<file path="src/rtl/ilsr_pkg.sv">
// ----------------------------------------------------------------------------
// ilsr_pkg
// Shared widths, constants and types of the index linked set removal block.
// ----------------------------------------------------------------------------
`default_nettype none

package ilsr_pkg;

  localparam int MAX_INDICES = 1024;
  localparam int IDX_W       = $clog2(MAX_INDICES);
  localparam int LINK_W      = 11;
  localparam int S_TDATA_W   = 16;
  localparam int M_TDATA_W   = 16;

  localparam logic [LINK_W-1:0] LINK_NONE = '1;
  localparam logic [LINK_W-1:0] COUNT_MAX = LINK_W'(MAX_INDICES);

  typedef struct packed {
    logic             active;
    logic [IDX_W-1:0] addr;
  } clr_t;

endpackage

`default_nettype wire

</file>
<file path="src/rtl/ilsr_clear.sv">
// ----------------------------------------------------------------------------
// ilsr_clear
// Address sweep that rebuilds both link tables to the full chain.
// ----------------------------------------------------------------------------
`default_nettype none

module ilsr_clear
  import ilsr_pkg::*;
(
  input  wire logic clk,
  input  wire logic rst,
  input  wire logic start,
  output clr_t      clr
);

  always_ff @(posedge clk) begin
    if (rst || start) begin
      clr.active <= 1'b1;
      clr.addr   <= '0;
    end else if (clr.active) begin
      clr.addr <= clr.addr + 1'b1;
      if (clr.addr == IDX_W'(MAX_INDICES - 1)) begin
        clr.active <= 1'b0;
      end
    end
  end

endmodule

`default_nettype wire

</file>
<file path="config.mk">
export PLATFORM = sky130hd
export DESIGN_NAME = ilsr_clear
export DESIGN_NICKNAME = d
export VERILOG_FILES = /design/src/rtl/ilsr_pkg.sv /design/src/rtl/ilsr_clear.sv
export SDC_FILE = /design/constraint.sdc
export NUM_CORES = 1
export LEC_CHECK = 0
export BUFFER_PORTS_ARGS = -buffer_cell sky130_fd_sc_hd__buf_2
export CORE_MARGIN = 2
export CORE_UTILIZATION = 35
export CTS_CLUSTER_SIZE = 16
export DETAILED_ROUTE_END_ITERATION = 16
export PLACE_DENSITY_LB_ADDON = 0.12
export SLEW_MARGIN = 15
export SYNTH_ARGS = -nofsm -noshare
export SYNTH_HDL_FRONTEND = slang
export SYNTH_SLANG_ARGS = --single-unit
</file>
<file path="constraint.sdc">
create_clock -name clk -period 1.4 [get_ports clk]
set_input_delay 0.28 -clock clk [delete_from_list [all_inputs] [get_ports clk]]
set_output_delay 0.28 -clock clk [all_outputs]
set_load 0.05 [all_outputs]
</file>
==> results.toml <==
[layout]
area_delta_synth_final_pct = 31.1
fillers = 139
finalNetCount = 75
top_regs = "clr x11"
top_register = "clr"
postLayoutCellArea_um2 = 638
register_area_um2 = 248
multi_input_area_um2 = 262
final_util_pct = 49.0
largest_reg_flops = 11
diodes = 0
drive_above_1_share_pct = 44.3

[sta]
rsz0062_at_grt = "false"
finalCritPeriodShare_pct = 95.9
finalHoldViolCount = 0
min_period_ps = 1340
setup_violations = 0
worstMarginPinSlew_ps = 283
relSlewSlack_pct = 80.9
clock_skew_ps = 4.68
fmax_mhz = 745
drv_slew = 0

[synthesis]
seq_area_frac_synth_pct = 45.2
ys_warn_count = 0
ys_types = 21
netlist_area_um2 = 487
synth_top_family_by_area = "simple AND/OR/NAND/NOR gates"
synth_simple_gate_area_share_pct = 24.4
synth_area_leader_cell = "dfxtp_1"
synth_compound_area_share_pct = 14.9
syn_nets = 58
synth.area.top_cells = "dfxtp_1 45%, o31ai_1 6.2%, xor2_1 5.4%"
synthMuxAreaShare_pct = 2.06
netlist.area_leader.share_pct = 45.2
avgSynthCellArea_um2 = 9.01
synth_cells = 54
synth_xor_area_share_pct = 7.20
ys_seq_elements = 11
synth_fa_ha_area_share_pct = 2.57

[global_route]
antenna_found_initial = 0
grt_util_all_layers_pct = 16.1
grt_max_degree = 10
grt_pass1_wl_um = 1710
grt_pass1_vias = 380
overflow = 0

[setup_path]
cp-start-kind = "flop"
required_ps = 1600
worst-setup-path-type = "reg2reg"
regToRegSetupSlack_ps = 60
critPathArrivalTime_ps = 1540
worstPathMaxFanout = 4
cp-end-kind = "flop"

[drt]
via_count = 443
first_pass_iters = 2
drt_iter0_markers = 4
wirelength_um = 1070
avgViaCountPerCell = 5.21
drc_errors = 0
ant_nets = 0
wire_per_inst_um = 12.6

[power_and_ir_drop]
switching_power_uw = 133
pwr-share-clk_pct = 39.0
power_density_mw_per_mm2 = 877
p_seq_share_pct = 55.5
p_leak_uw = 0.000260
ir_drop_v = 0.000410
swShare_pct = 23.8
intPower_uw = 426
pwr-share-comb_pct = 5.5

[place]
gp_congestion = 0.685
post-dp-hpwl_um = 752
io_buffers = 13
dpl_cell_area_um2 = 612

[floorplan]
die-area_mm2 = 0.00170
die_y_um = 41.3
start_util_pct = 37.4
dieWidth_um = 41.3
core_area_mm2 = 0.00130
ioPinCount = 14
placementRows = 13

[clock_network]
cts_setup_buffers = 0
cts_resized = 0
ctsRootBufferMaster = "clkbuf_4"
htreeDepth = 1
clk_pin_slew_ps = 70
cts_buffer_depth = 2
numCtsBuffers = 3
numClockSinks = 11
cts_hold_buf = 0
clk_latency_ps = 270
cts_tree = "done"

[outcome]
status = "finished, final reports clean"

[worst_hold_path]
hold_class = "in2reg"

[job]
max_cap_viol_count = 0
path summary, 6_finish.rpt:
path | startpoint | end | cells after the start
max | clr[0] | clr[8] | 4
min | rst | clr[10] | 3
max reg2reg | clr[0] | clr[8] | 4
min reg2reg | clr[8] | clr[8] | 2
cell usage in the layout (no fill, tap or decap):
cell type / n
buf_2: 13
nor2_1: 6
dfxtp_4: 6
nand2_1: 4
a21oi_1: 4
o31ai_1: 4
dfxtp_2: 4
nand3_1: 3
xor2_1: 3
or4_1: 3
clkbuf_4: 3
or3_1: 2
nand4_1: 2
buf_4: 2
inv_1: 1
o311ai_0: 1
o41ai_1: 1
nand4_2: 1
o21ai_0: 1
or2_2: 1
mux2i_1: 1
xnor2_1: 1
ha_4: 1
clkbuf_1: 1
dfxtp_1: 1
cell families after synthesis:
| family | after synthesis |
|---|---|
| and+or+nand+nor | 22 |
| muxes | 1 |
| adders and majority gates | 1 |
| DFF | 11 |
| buffers and inverters | 4 |
| AOI/OAI and AO/OA | 11 |
| xor gates and xnor gates | 4 |
power by group through the flow:
stage,registers [uW],logic (uW),clock network (uW)
global route,311,34.1,255
global placement,318,31.2,0
finish,310,30.9,218
detailed placement,318,31.2,0
CTS,310,31.4,227
floorplan,328,12.4,0
layer usage:
metal | routed length (um) | GRT usage, % | vias to the layer above
met4 | 13 | 9.68 | 0
met5 | 0 | 0 | -
li1 | - | - | 229
met2 | 446 | 20.3 | 8
met3 | 41 | 6.38 | 2
met1 | 571 | 22.5 | 204
area by class of cell:
| type | count | share of cell area (%) |
|---|---|---|
| Inverter | 1 | 0.588 |
| Timing Repair Buffer | 15 | 12.5 |
| Multi-Input combinational cell | 39 | 41.0 |
| Clock buffer | 4 | 4.12 |
| Sequential cell | 11 | 38.8 |
| Tap cell | 15 | 2.94 |
Yosys cell counts:
| master | count |
|---|---|
| or2_2 | 1 |
| o21ai_0 | 1 |
| mux2i_1 | 1 |
| a21oi_1 | 4 |
| clkbuf_1 | 1 |
| nor2_1 | 6 |
| nand2_1 | 4 |
| o41ai_1 | 1 |
| xor2_1 | 3 |
| or4_1 | 3 |
| nand4_2 | 1 |
| dfxtp_1 | 11 |
| nand3_1 | 3 |
| xnor2_1 | 1 |
| nand4_1 | 2 |
| or3_1 | 2 |
| buf_2 | 2 |
| o31ai_1 | 4 |
| o311ai_0 | 1 |
| ha_1 | 1 |
| inv_1 | 1 |
metrics by stage:
stage	setup slack, ps	std cells	hold slack, ps	TNS, ps	power, uW
finish	56.9	85	218	0	560
floorplan	-1.13	54	374	-1.13	340
detailed placement	57.0	81	472	0	349
CTS	40.5	85	214	0	569
global route	7.64	85	211	0	600
global placement	92.7	81	467	0	349
worst max-delay path: stages (launching register included):
cell and delay (ps):
dfxtp_4 380, ha_4 150, nand3_1 130, or4_1 480, a21oi_1 140
No activity file was read; power rests on OpenSTA's default activity.
